==> src/grm_pkg.sv <==
`default_nettype none
// ----------------------------------------------------------------------------
// grm_pkg
// Shared widths, codes and types of the gated RMS / DC / Vpp meter.
// ----------------------------------------------------------------------------
package grm_pkg;

    localparam int ADC_BITS   = 14;
    localparam int TIMER_BITS = 16;

    // sample to millivolt conversion: (MV_SCALE*(s-MV_MID))/MV_MID - MV_TRIM
    localparam int MID_SH   = ADC_BITS - 1;
    localparam int MV_MID   = 2**MID_SH - 1;
    localparam int MV_SCALE = 6596;
    localparam int MV_TRIM  = 3;

    localparam int MAG_W    = 13;               // |mV|
    localparam int MV_W     = MAG_W + 1;        // signed mV
    localparam int PROD_W   = MAG_W + MID_SH + 1;
    localparam int SQ_W     = 2 * MAG_W;        // square, mean square
    localparam int SQSUM_W  = 42;
    localparam int SUM_W    = 32;
    localparam int CNT_W    = 16;
    localparam int OVF_W    = 16;
    localparam int OFS_W    = 10;
    localparam int PERIOD_W = 32;
    localparam int DIV_W    = SQSUM_W;

    localparam int CFG_W     = 16;
    localparam int CFG_IDX_W = 1;
    localparam logic [CFG_IDX_W-1:0] CFG_OVF_LIMIT  = 1'b0;
    localparam logic [CFG_IDX_W-1:0] CFG_CAP_OFFSET = 1'b1;
    localparam logic [CFG_W-1:0] OVF_LIMIT_RST  = 16'd756;
    localparam logic [OFS_W-1:0] CAP_OFFSET_RST = 10'd149;

    localparam int Q_DEPTH = 4;
    localparam int Q_AW    = 2;

    localparam int IN_TDATA_W  = ((ADC_BITS + TIMER_BITS + 7) / 8) * 8;
    localparam int RES_W       = MAG_W + 2 * MV_W + PERIOD_W;
    localparam int OUT_TDATA_W = ((RES_W + 7) / 8) * 8;

    typedef enum logic [1:0] {
        OP_SAMPLE  = 2'd0,
        OP_OVF     = 2'd1,
        OP_CAP     = 2'd2,
        OP_OVF_CAP = 2'd3
    } t_op;

    typedef struct packed {
        logic                  we;
        logic [CFG_IDX_W-1:0]  idx;
        logic [CFG_W-1:0]      data;
    } t_cfg_wr;

    typedef struct packed {
        t_op                    op;
        logic signed [MV_W-1:0] mv;
        logic [MAG_W-1:0]       mag;
        logic [TIMER_BITS-1:0]  cap;
    } t_item;

    typedef struct packed {
        logic                   done;
        logic                   gate;
        logic [PERIOD_W-1:0]    period;
        logic [MV_W-1:0]        vpp;
        logic signed [MV_W-1:0] dc;
        logic [MAG_W-1:0]       rms;
    } t_result;

endpackage
`default_nettype wire

==> src/grm_front.sv <==
`default_nettype none
// ----------------------------------------------------------------------------
// grm_front
// Input stage: takes transfers, scales ADC codes to millivolts and pushes
// classified items into the queue.
// ----------------------------------------------------------------------------
module grm_front (
    input  wire logic                            i_clk,
    input  wire logic                            i_rst_n,
    input  wire logic                            i_vld,
    output logic                                 o_ready,
    input  wire grm_pkg::t_op                    i_op,
    input  wire logic [grm_pkg::ADC_BITS-1:0]    i_sample,
    input  wire logic [grm_pkg::TIMER_BITS-1:0]  i_cap,
    input  wire logic                            i_q_ready,
    output logic                                 o_push,
    output grm_pkg::t_item                       o_item
);
    import grm_pkg::*;

    localparam logic signed [MV_W:0] SCALE_S = (MV_W + 1)'(MV_SCALE);

    logic signed [ADC_BITS:0] w_diff;
    logic signed [PROD_W-1:0] w_prod;

    logic                     r_vld;
    t_op                      r_op;
    logic signed [PROD_W-1:0] r_prod;
    logic [TIMER_BITS-1:0]    r_cap;

    logic                     w_neg;
    logic [PROD_W-2:0]        w_abs;
    logic [MAG_W-1:0]         w_qest;
    logic [MID_SH:0]          w_rem;
    logic [MAG_W-1:0]         w_q;
    logic signed [MV_W-1:0]   w_qs;
    logic signed [MV_W-1:0]   w_mv;
    logic [MAG_W-1:0]         w_mag;

    assign w_diff  = $signed({1'b0, i_sample}) - $signed((ADC_BITS + 1)'(MV_MID));
    assign w_prod  = w_diff * SCALE_S;
    assign o_ready = !r_vld || i_q_ready;
    assign o_push  = r_vld && i_q_ready;

    always_ff @(posedge i_clk) begin
        if (!i_rst_n) begin
            r_vld <= 1'b0;
        end else if (o_ready) begin
            r_vld <= i_vld;
        end
    end

    always_ff @(posedge i_clk) begin
        if (o_ready && i_vld) begin
            r_op   <= i_op;
            r_prod <= w_prod;
            r_cap  <= i_cap;
        end
    end

    // divide by 2^k-1: estimate by shift, remainder stays below twice the divisor
    assign w_neg  = r_prod[PROD_W-1];
    assign w_abs  = w_neg ? (PROD_W - 1)'(-r_prod) : r_prod[PROD_W-2:0];
    assign w_qest = MAG_W'(w_abs >> MID_SH);
    assign w_rem  = {1'b0, w_abs[MID_SH-1:0]} + (MID_SH + 1)'(w_qest);
    assign w_q    = w_qest + MAG_W'(w_rem >= (MID_SH + 1)'(MV_MID));
    assign w_qs   = w_neg ? -$signed({1'b0, w_q}) : $signed({1'b0, w_q});
    assign w_mv   = w_qs - MV_W'(MV_TRIM);
    assign w_mag  = w_mv[MV_W-1] ? MAG_W'(-w_mv) : w_mv[MAG_W-1:0];

    always_comb begin
        o_item.op  = r_op;
        o_item.mv  = w_mv;
        o_item.mag = w_mag;
        o_item.cap = r_cap;
    end

endmodule
`default_nettype wire

==> src/grm_fifo.sv <==
`default_nettype none
// ----------------------------------------------------------------------------
// grm_fifo
// Short queue between the input stage and the execution stage.
// ----------------------------------------------------------------------------
module grm_fifo (
    input  wire logic           i_clk,
    input  wire logic           i_rst_n,
    input  wire logic           i_push,
    input  wire grm_pkg::t_item i_item,
    output logic                o_ready,
    input  wire logic           i_pop,
    output logic                o_vld,
    output grm_pkg::t_item      o_item
);
    import grm_pkg::*;

    t_item            r_mem [Q_DEPTH];
    logic [Q_AW-1:0]  r_wr;
    logic [Q_AW-1:0]  r_rd;
    logic [Q_AW:0]    r_cnt;

    assign o_ready = r_cnt != (Q_AW + 1)'(Q_DEPTH);
    assign o_vld   = r_cnt != '0;
    assign o_item  = r_mem[r_rd];

    always_ff @(posedge i_clk) begin
        if (!i_rst_n) begin
            r_wr  <= '0;
            r_rd  <= '0;
            r_cnt <= '0;
        end else begin
            if (i_push) begin
                r_wr <= r_wr + Q_AW'(1);
            end
            if (i_pop) begin
                r_rd <= r_rd + Q_AW'(1);
            end
            if (i_push && !i_pop) begin
                r_cnt <= r_cnt + (Q_AW + 1)'(1);
            end else if (i_pop && !i_push) begin
                r_cnt <= r_cnt - (Q_AW + 1)'(1);
            end
        end
    end

    always_ff @(posedge i_clk) begin
        if (i_push) begin
            r_mem[r_wr] <= i_item;
        end
    end

endmodule
`default_nettype wire

==> src/grm_div.sv <==
`default_nettype none
// ----------------------------------------------------------------------------
// grm_div
// Restoring divider, one quotient bit per cycle.
// ----------------------------------------------------------------------------
module grm_div (
    input  wire logic                         i_clk,
    input  wire logic                         i_rst_n,
    input  wire logic                         i_start,
    input  wire logic [grm_pkg::DIV_W-1:0]    i_dividend,
    input  wire logic [grm_pkg::CNT_W-1:0]    i_divisor,
    output logic                              o_busy,
    output logic [grm_pkg::DIV_W-1:0]         o_quot
);
    import grm_pkg::*;

    localparam int ITER_W = $clog2(DIV_W + 1);

    logic              r_busy;
    logic [ITER_W-1:0] r_iter;
    logic [DIV_W-1:0]  r_quo;
    logic [CNT_W:0]    r_rem;
    logic [CNT_W-1:0]  r_dsr;
    logic [CNT_W:0]    w_sh;
    logic              w_ge;

    assign w_sh   = {r_rem[CNT_W-1:0], r_quo[DIV_W-1]};
    assign w_ge   = w_sh >= {1'b0, r_dsr};
    assign o_busy = r_busy;
    assign o_quot = r_quo;

    always_ff @(posedge i_clk) begin
        if (!i_rst_n) begin
            r_busy <= 1'b0;
            r_iter <= '0;
        end else if (i_start) begin
            r_busy <= 1'b1;
            r_iter <= ITER_W'(DIV_W);
        end else if (r_busy) begin
            r_iter <= r_iter - ITER_W'(1);
            if (r_iter == ITER_W'(1)) begin
                r_busy <= 1'b0;
            end
        end
    end

    always_ff @(posedge i_clk) begin
        if (i_start) begin
            r_quo <= i_dividend;
            r_rem <= '0;
            r_dsr <= i_divisor;
        end else if (r_busy) begin
            r_rem <= w_ge ? w_sh - {1'b0, r_dsr} : w_sh;
            r_quo <= {r_quo[DIV_W-2:0], w_ge};
        end
    end

endmodule
`default_nettype wire

==> src/grm_sqrt.sv <==
`default_nettype none
// ----------------------------------------------------------------------------
// grm_sqrt
// Floor integer square root, one root bit per cycle.
// ----------------------------------------------------------------------------
module grm_sqrt (
    input  wire logic                        i_clk,
    input  wire logic                        i_rst_n,
    input  wire logic                        i_start,
    input  wire logic [grm_pkg::SQ_W-1:0]    i_value,
    output logic                             o_busy,
    output logic [grm_pkg::MAG_W-1:0]        o_root
);
    import grm_pkg::*;

    localparam int ITER_W = $clog2(MAG_W + 1);

    logic              r_busy;
    logic [ITER_W-1:0] r_iter;
    logic [SQ_W-1:0]   r_val;
    logic [MAG_W-1:0]  r_root;
    logic [MAG_W+2:0]  r_rem;
    logic [MAG_W+2:0]  w_sh;
    logic [MAG_W+2:0]  w_trial;
    logic              w_ge;

    // bring down two radicand bits, try (root << 2) | 1
    assign w_sh    = {r_rem[MAG_W:0], r_val[SQ_W-1 -: 2]};
    assign w_trial = {1'b0, r_root, 2'b01};
    assign w_ge    = w_sh >= w_trial;
    assign o_busy  = r_busy;
    assign o_root  = r_root;

    always_ff @(posedge i_clk) begin
        if (!i_rst_n) begin
            r_busy <= 1'b0;
            r_iter <= '0;
        end else if (i_start) begin
            r_busy <= 1'b1;
            r_iter <= ITER_W'(MAG_W);
        end else if (r_busy) begin
            r_iter <= r_iter - ITER_W'(1);
            if (r_iter == ITER_W'(1)) begin
                r_busy <= 1'b0;
            end
        end
    end

    always_ff @(posedge i_clk) begin
        if (i_start) begin
            r_val  <= i_value;
            r_root <= '0;
            r_rem  <= '0;
        end else if (r_busy) begin
            r_val  <= {r_val[SQ_W-3:0], 2'b00};
            r_rem  <= w_ge ? w_sh - w_trial : w_sh;
            r_root <= {r_root[MAG_W-2:0], w_ge};
        end
    end

endmodule
`default_nettype wire

==> src/grm_back.sv <==
`default_nettype none
// ----------------------------------------------------------------------------
// grm_back
// Execution stage: window statistics, gate and period logic, window close
// sequencing and the result register.
// ----------------------------------------------------------------------------
module grm_back (
    input  wire logic             i_clk,
    input  wire logic             i_rst_n,
    input  wire grm_pkg::t_cfg_wr i_cfg,
    input  wire logic             i_q_vld,
    input  wire grm_pkg::t_item   i_q_item,
    output logic                  o_q_pop,
    output logic                  o_out_vld,
    output grm_pkg::t_result      o_out,
    input  wire logic             i_out_ready
);
    import grm_pkg::*;

    localparam int PSUM_W = TIMER_BITS + OVF_W + 1;

    typedef enum logic [2:0] {
        ST_IDLE   = 3'b001,
        ST_DIV_SQ = 3'b010,
        ST_DIV_DC = 3'b100
    } t_state;

    logic [CFG_W-1:0]        r_ovf_limit;
    logic [OFS_W-1:0]        r_cap_ofs;

    t_state                  r_state,   n_state;
    logic                    r_gate,    n_gate;
    logic [OVF_W-1:0]        r_ovf_cnt, n_ovf_cnt;
    logic [SQSUM_W-1:0]      r_sq_sum,  n_sq_sum;
    logic signed [SUM_W-1:0] r_sum,     n_sum;
    logic [MAG_W-1:0]        r_peak,    n_peak;
    logic [CNT_W-1:0]        r_cnt,     n_cnt;
    logic [MAG_W-1:0]        r_rms,     n_rms;
    logic signed [MV_W-1:0]  r_dc,      n_dc;
    logic [MV_W-1:0]         r_vpp,     n_vpp;
    logic [PERIOD_W-1:0]     r_period,  n_period;
    logic                    r_out_vld, n_out_vld;
    t_result                 r_out,     n_out;

    logic                    w_pop;
    logic                    w_emit;
    logic                    w_done;
    logic                    w_is_sample;
    logic                    w_has_ovf;
    logic                    w_has_cap;
    logic                    w_ovf_lt;
    logic [OVF_W-1:0]        w_ovf_new;
    logic                    w_gate_new;
    logic [PSUM_W-1:0]       w_ovf_ext;
    logic [PSUM_W-1:0]       w_psum;
    logic [SQ_W-1:0]         w_square;
    logic [SUM_W-1:0]        w_sum_abs;
    logic [MAG_W-1:0]        w_dcq;
    logic signed [MV_W-1:0]  w_dc;
    logic signed [MV_W:0]    w_diff;
    logic [MV_W-1:0]         w_vpp;

    logic                    w_div_start;
    logic [DIV_W-1:0]        w_div_dividend;
    logic                    w_div_busy;
    logic [DIV_W-1:0]        w_div_quot;
    logic                    w_sqrt_start;
    logic                    w_sqrt_busy;
    logic [MAG_W-1:0]        w_sqrt_root;

    grm_div u_div (
        .i_clk      (i_clk),
        .i_rst_n    (i_rst_n),
        .i_start    (w_div_start),
        .i_dividend (w_div_dividend),
        .i_divisor  (r_cnt),
        .o_busy     (w_div_busy),
        .o_quot     (w_div_quot)
    );

    grm_sqrt u_sqrt (
        .i_clk   (i_clk),
        .i_rst_n (i_rst_n),
        .i_start (w_sqrt_start),
        .i_value (w_div_quot[SQ_W-1:0]),
        .o_busy  (w_sqrt_busy),
        .o_root  (w_sqrt_root)
    );

    assign w_pop       = (r_state == ST_IDLE) && i_q_vld && (!r_out_vld || i_out_ready);
    assign o_q_pop     = w_pop;
    assign o_out_vld   = r_out_vld;
    assign o_out       = r_out;

    assign w_is_sample = i_q_item.op == OP_SAMPLE;
    assign w_has_ovf   = (i_q_item.op == OP_OVF) || (i_q_item.op == OP_OVF_CAP);
    assign w_has_cap   = (i_q_item.op == OP_CAP) || (i_q_item.op == OP_OVF_CAP);
    assign w_ovf_lt    = r_ovf_cnt < r_ovf_limit;
    assign w_ovf_new   = (w_has_ovf && w_ovf_lt) ? r_ovf_cnt + OVF_W'(1) : r_ovf_cnt;
    // overflow at limit and capture each toggle the gate
    assign w_gate_new  = r_gate ^ (w_has_ovf && !w_ovf_lt) ^ w_has_cap;

    // count*(2^TIMER_BITS-1) as shift minus count
    assign w_ovf_ext   = PSUM_W'(w_ovf_new);
    assign w_psum      = PSUM_W'(i_q_item.cap) + (w_ovf_ext << TIMER_BITS) - w_ovf_ext
                         + PSUM_W'(r_cap_ofs);

    assign w_square    = i_q_item.mag * i_q_item.mag;

    // signed mean as sign and magnitude quotient, truncating toward zero
    assign w_sum_abs   = r_sum[SUM_W-1] ? SUM_W'(-r_sum) : SUM_W'(r_sum);
    assign w_dcq       = w_div_quot[MAG_W-1:0];
    assign w_dc        = r_sum[SUM_W-1] ? -$signed({1'b0, w_dcq}) : $signed({1'b0, w_dcq});
    assign w_diff      = $signed({2'b00, r_peak}) - $signed({2'b00, w_dcq});
    assign w_vpp       = w_diff[MV_W] ? '0 : {w_diff[MV_W-2:0], 1'b0};

    always_ff @(posedge i_clk) begin
        if (!i_rst_n) begin
            r_ovf_limit <= OVF_LIMIT_RST;
            r_cap_ofs   <= CAP_OFFSET_RST;
        end else if (i_cfg.we) begin
            case (i_cfg.idx)
                CFG_OVF_LIMIT: begin
                    r_ovf_limit <= i_cfg.data;
                end
                CFG_CAP_OFFSET: begin
                    r_cap_ofs <= i_cfg.data[OFS_W-1:0];
                end
                default: begin
                end
            endcase
        end
    end

    always_comb begin
        n_state        = r_state;
        n_gate         = r_gate;
        n_ovf_cnt      = r_ovf_cnt;
        n_sq_sum       = r_sq_sum;
        n_sum          = r_sum;
        n_peak         = r_peak;
        n_cnt          = r_cnt;
        n_rms          = r_rms;
        n_dc           = r_dc;
        n_vpp          = r_vpp;
        n_period       = r_period;
        n_out_vld      = r_out_vld && !i_out_ready;
        n_out          = r_out;
        w_emit         = 1'b0;
        w_done         = 1'b0;
        w_div_start    = 1'b0;
        w_div_dividend = r_sq_sum;
        w_sqrt_start   = 1'b0;

        case (r_state)
            ST_IDLE: begin
                if (w_pop) begin
                    if (w_is_sample) begin
                        if (r_gate && (r_cnt != '1)) begin
                            n_sq_sum = r_sq_sum + SQSUM_W'(w_square);
                            n_sum    = r_sum + SUM_W'(i_q_item.mv);
                            n_peak   = (i_q_item.mag > r_peak) ? i_q_item.mag : r_peak;
                            n_cnt    = r_cnt + CNT_W'(1);
                        end
                        if (!r_gate && (r_cnt != '0)) begin
                            w_div_start = 1'b1;
                            n_state     = ST_DIV_SQ;
                        end else begin
                            w_emit = 1'b1;
                        end
                    end else begin
                        n_gate    = w_gate_new;
                        n_ovf_cnt = w_has_cap ? '0 : w_ovf_new;
                        if (w_has_cap) begin
                            n_period = w_psum[PERIOD_W-1:0];
                        end
                        w_emit = 1'b1;
                    end
                end
            end
            ST_DIV_SQ: begin
                if (!w_div_busy) begin
                    w_div_start    = 1'b1;
                    w_div_dividend = DIV_W'(w_sum_abs);
                    w_sqrt_start   = 1'b1;
                    n_state        = ST_DIV_DC;
                end
            end
            ST_DIV_DC: begin
                if (!w_div_busy && !w_sqrt_busy) begin
                    n_rms    = w_sqrt_root;
                    n_dc     = w_dc;
                    n_vpp    = w_vpp;
                    n_sq_sum = '0;
                    n_sum    = '0;
                    n_peak   = '0;
                    n_cnt    = '0;
                    w_emit   = 1'b1;
                    w_done   = 1'b1;
                    n_state  = ST_IDLE;
                end
            end
            default: begin
                n_state = ST_IDLE;
            end
        endcase

        if (w_emit) begin
            n_out_vld     = 1'b1;
            n_out.done    = w_done;
            n_out.gate    = n_gate;
            n_out.period  = n_period;
            n_out.vpp     = n_vpp;
            n_out.dc      = n_dc;
            n_out.rms     = n_rms;
        end
    end

    always_ff @(posedge i_clk) begin
        if (!i_rst_n) begin
            r_state   <= ST_IDLE;
            r_gate    <= 1'b0;
            r_ovf_cnt <= '0;
            r_sq_sum  <= '0;
            r_sum     <= '0;
            r_peak    <= '0;
            r_cnt     <= '0;
            r_rms     <= '0;
            r_dc      <= '0;
            r_vpp     <= '0;
            r_period  <= '0;
            r_out_vld <= 1'b0;
        end else begin
            r_state   <= n_state;
            r_gate    <= n_gate;
            r_ovf_cnt <= n_ovf_cnt;
            r_sq_sum  <= n_sq_sum;
            r_sum     <= n_sum;
            r_peak    <= n_peak;
            r_cnt     <= n_cnt;
            r_rms     <= n_rms;
            r_dc      <= n_dc;
            r_vpp     <= n_vpp;
            r_period  <= n_period;
            r_out_vld <= n_out_vld;
        end
    end

    always_ff @(posedge i_clk) begin
        r_out <= n_out;
    end

endmodule
`default_nettype wire

==> src/gated_rms_dc_vpp_meter.sv <==
`default_nettype none
// ----------------------------------------------------------------------------
// gated_rms_dc_vpp_meter
// Gated voltage meter: RMS, mean and peak-to-peak estimate of ADC samples
// over a window opened and closed by timer events, plus the captured period.
// ----------------------------------------------------------------------------
// Usage:
//   s_axis carries one item per transfer: tuser is the op (sample, overflow,
//   capture, overflow then capture), tdata holds the sample and capture count.
//   m_axis returns exactly one result per input item, in order.
//   Registers are written through i_cfg_we / i_cfg_idx / i_cfg_data while
//   the block is idle; index 0 is the overflow limit, 1 the capture offset.
// Timing:
//   Samples and timer events pass the input stage register, the queue and
//   the execution stage into the result register; the execution stage
//   takes a new item while idle and the result register is free or
//   being taken. The first sample after the gate closes, if the window
//   holds samples, runs two serial divisions on the shared divider, with
//   the square root overlapped with the second division. A 4-entry queue
//   keeps s_axis taking transfers until it fills.
// Reset and stall:
//   Synchronous reset clears all statistics, the gate, the results and the
//   queue, and restores the register defaults. When m_axis_tready is low
//   the result holds, the execution stage waits and the queue fills before
//   s_axis_tready drops.
// ----------------------------------------------------------------------------
module gated_rms_dc_vpp_meter (
    input  wire logic                              i_clk,
    input  wire logic                              i_rst_n,
    input  wire logic                              i_cfg_we,
    input  wire logic [grm_pkg::CFG_IDX_W-1:0]     i_cfg_idx,
    input  wire logic [grm_pkg::CFG_W-1:0]         i_cfg_data,
    input  wire logic                              s_axis_tvalid,
    output logic                                   s_axis_tready,
    // tdata: sample, capture_count
    input  wire logic [grm_pkg::IN_TDATA_W-1:0]    s_axis_tdata,
    // tuser: op
    input  wire logic [1:0]                        s_axis_tuser,
    output logic                                   m_axis_tvalid,
    input  wire logic                              m_axis_tready,
    // tdata: rms_mv, dc_mv, vpp_mv, period_ticks
    output logic [grm_pkg::OUT_TDATA_W-1:0]        m_axis_tdata,
    // tuser: gate_open, window_done
    output logic [1:0]                             m_axis_tuser
);
    import grm_pkg::*;

    t_cfg_wr w_cfg;
    logic    w_q_ready;
    logic    w_push;
    t_item   w_push_item;
    logic    w_q_vld;
    t_item   w_q_item;
    logic    w_pop;
    t_result w_out;

    assign w_cfg.we   = i_cfg_we;
    assign w_cfg.idx  = i_cfg_idx;
    assign w_cfg.data = i_cfg_data;

    grm_front u_front (
        .i_clk     (i_clk),
        .i_rst_n   (i_rst_n),
        .i_vld     (s_axis_tvalid),
        .o_ready   (s_axis_tready),
        .i_op      (t_op'(s_axis_tuser)),
        .i_sample  (s_axis_tdata[ADC_BITS-1:0]),
        .i_cap     (s_axis_tdata[ADC_BITS +: TIMER_BITS]),
        .i_q_ready (w_q_ready),
        .o_push    (w_push),
        .o_item    (w_push_item)
    );

    grm_fifo u_fifo (
        .i_clk   (i_clk),
        .i_rst_n (i_rst_n),
        .i_push  (w_push),
        .i_item  (w_push_item),
        .o_ready (w_q_ready),
        .i_pop   (w_pop),
        .o_vld   (w_q_vld),
        .o_item  (w_q_item)
    );

    grm_back u_back (
        .i_clk       (i_clk),
        .i_rst_n     (i_rst_n),
        .i_cfg       (w_cfg),
        .i_q_vld     (w_q_vld),
        .i_q_item    (w_q_item),
        .o_q_pop     (w_pop),
        .o_out_vld   (m_axis_tvalid),
        .o_out       (w_out),
        .i_out_ready (m_axis_tready)
    );

    assign m_axis_tdata = OUT_TDATA_W'({w_out.period, w_out.vpp, w_out.dc, w_out.rms});
    assign m_axis_tuser = {w_out.done, w_out.gate};

endmodule
`default_nettype wire

==> config.mk <==
export PLATFORM = sky130hd
export DESIGN_NAME = gated_rms_dc_vpp_meter
export DESIGN_NICKNAME = d
export VERILOG_FILES = /design/src/grm_pkg.sv /design/src/grm_front.sv /design/src/grm_fifo.sv /design/src/grm_div.sv /design/src/grm_sqrt.sv /design/src/grm_back.sv /design/src/gated_rms_dc_vpp_meter.sv
export SDC_FILE = /design/constraint.sdc
export NUM_CORES = 2
export LEC_CHECK = 0
export BUFFER_PORTS_ARGS = -buffer_cell sky130_fd_sc_hd__buf_2
export CORE_ASPECT_RATIO = 1.5
export CORE_MARGIN = 8
export CORE_UTILIZATION = 45
export CTS_CLUSTER_SIZE = 16
export DETAILED_ROUTE_END_ITERATION = 8
export GPL_TIMING_DRIVEN = 1
export HOLD_SLACK_MARGIN = 0.03
export PLACE_DENSITY_LB_ADDON = 0.08
export SLEW_MARGIN = 20
export SYNTH_ARGS = -nofsm -noshare
export SYNTH_HDL_FRONTEND = slang
export SYNTH_HIERARCHICAL = 1
export SYNTH_SLANG_ARGS = --single-unit
==> constraint.sdc <==
create_clock -name i_clk -period 9.85 [get_ports i_clk]
set_input_delay 0 -clock i_clk [delete_from_list [all_inputs] [get_ports i_clk]]
set_output_delay 0 -clock i_clk [all_outputs]
set_load 0.01 [all_outputs]
==> out/qor.yml <==
globalplace.congestion: 0.8747
ys_ff_latch: 670
grt_antenna_before_repair: 1
core_area_sq_um: 98270
cts_resized: 0
min_period_ns: 8.492
gr-usage-all-layers_pct: 20.04
synth_top_area_share_pct: 25.77
hold_class: "input pin to flip-flop"
num_antenna_cells: 0
synth_edf_count: 382
cts_tree: "done"
netlist_area_sq_um: 44510
area_growth_pct: 11.01
drc: 0
clock.fmax_ghz: 0.1178
relSlewSlack_pct: 18.60
maxSlewViolCount: 0
first_iter_violations: 1456
root_buffer: "clkbuf_16"
n_fill_cell: 9095
fin_area_sq_um: 49400
yosys.area.top_type: "edfxtp_1"
die_h_um: 401.2
clock_skew_ns: 0.03290
synth_flop_cell: "edfxtp_1"
wire_per_inst_um: 18.69
async_flop_share_pct: 0
grt_pass1_wl_um: 176700
grt_max_degree: 76
vias_per_cell: 5.375
synth_common_cells: "inv_1 (497), nand2_1 (442), edfxtp_1 (382)"
pin_count: 140
grt_pass1_vias: 32820
die_x_um: 272.8
ys_types: 125
h-tree-depth: 3
clock_path_buffers: 3
status: "completed"
drive_gt1_share_pct: 10.57
cap_violations: 0
crit_arrival_ns: 8.94
cts.sinks: 670
dpl_cell_area_sq_um: 46290
crit_type: "flip-flop to flip-flop"
yosysWarnings: 6
dieArea_sq_um: 109400
setup_viol: 0
max_stage_delay_ns: 0.80
yosysMostFrequentCell: "inv_1"
worstPathRequired_ns: 10.30
tns_ns: 0
hold_slack_ns: 0.08778
port_buffers: 130
netlist_top_cells_area: "edfxtp_1 (26%), dfxtp_1 (13%), ha_1 (9.1%)"
synth.avg_cell_area_sq_um: 10.09
startpoint_type: "flip-flop"
drt_wl_total_um: 110100
ant_nets: 0
numCtsBuffers: 71
fin_crit_sh_pct: 86.22
fp-row-count: 141
finalHoldViolations: 0
synthCells: 4413
final_nets: 5112
end_kind: "flip-flop"
clkTransAtPathRegs_ns: 0.06
rsz0062_at_grt: "false"
critPathSlowestCell: "or4_1"
start_util_pct: 45.29
critical_path.max_fanout: 10
tightest_slew_ns: 1.205
dr.pass1.iters: 5
hpwl_um: 82940
gr-total-overflow: 0
worstSkewPairLatency_ns: 0.67
vias: 31680
yosysSeqAreaShare_pct: 38.73
through the flow:
stage / instances / utilization [%] / worst slack, ns
global placement: 5695 / 47.10 / 1.371
finish: 5894 / 50.28 / 1.358
floorplan: 4419 / - / 2.638
detailed placement: 5695 / 47.10 / 1.346
CTS: 5894 / 50.27 / 1.283
global route: 5894 / 50.28 / 0.5250
area by class of cell:
| type | instances | area (sq um) | area share, % |
|---|---|---|---|
| Multi-Input combinational cell | 3076 | 24670 | 49.93 |
| Sequential cell | 670 | 17240 | 34.90 |
| Clock buffer | 90 | 1919 | 3.885 |
| Inverter | 500 | 1879 | 3.804 |
| Tap cell | 1287 | 1610 | 3.259 |
| Timing Repair Buffer | 231 | 1584 | 3.206 |
| Clock inverter | 40 | 498.0 | 1.008 |
metal layers:
layer  track usage, %  vias up  share of wire, %
met2            38.19      445                54
li1                 -    15750                 -
met3            2.219      182               2.6
met1            22.15    15300                40
met4            8.429        0               4.0
met5                0        -                 0
cell usage in the layout (no fill, tap or decap), types with 129 or more instances in the layout:
| cell type | count |
|---|---|
| xnor2_1 | 168 |
| a21oi_1 | 231 |
| dfxtp_1 | 284 |
| buf_2 | 129 |
| ha_1 | 324 |
| edfxtp_1 | 382 |
| nand2_1 | 439 |
| inv_1 | 496 |
| o21ai_0 | 192 |
| fa_1 | 182 |
| nor2_1 | 233 |
registers in the layout (all words and copies together) (netlist names), 16 cells and up, named ones only:
name / count
u_back/u_sqrt/r_val: 26
u_back/u_div/r_rem: 16
u_fifo/r_mem: 180
u_back/u_div/r_dsr: 16
u_front/r_cap: 16
u_back/r_sum: 32
u_back/r_period: 32
u_back/r_cnt: 16
u_back/u_div/o_quot: 42
u_front/r_prod: 25
u_back/r_ovf_limit: 16
u_back/r_ovf_cnt: 16
u_back/r_sq_sum: 42
u_back/o_out: 75
kinds of logic after synthesis:
group	share of synthesized area [%]
and+or+nand+nor	13.64
AOI/OAI and AO/OA	13.26
buffers and inverters	6.036
DFF	38.73
adders and majority gates	17.30
xor gates and xnor gates	5.999
muxes	5.024
other	0.01687
final timing paths:
path,slack (ns),to,from,depth (start not counted)
worst min register to register,0.45,u_back/r_ovf_limit[15],u_back/r_ovf_limit[15],2
worst max-delay path,1.36,u_fifo/r_mem[2][28],u_front/r_prod[11],32
worst min-delay path,0.09,u_front/r_cap[14],s_axis_tdata[28],2
worst max register to register,1.36,u_fifo/r_mem[2][28],u_front/r_prod[11],32
critical path: cells and delay by family (launching register included):
| family | cells | cell delay, ns |
|---|---|---|
| AO/OA/AOI/OAI | 9 | 2.27 |
| XOR/XNOR | 4 | 1.16 |
| adder cells (fa/ha/maj) | 5 | 1.39 |
| buffers and inverters | 5 | 0.50 |
| flip-flops | 1 | 0.48 |
| multiplexers | 1 | 0.31 |
| AND/OR/NAND/NOR | 8 | 2.18 |
repair_timing:
action / in CTS / in global routing
hold endpoints to repair: 83 / 0
buffers inserted: 0 / 0
hold buffers: 69 / 0
Power is not shown: default switching activity piles up to over one toggle a cycle in this logic, so the estimate is an artifact.
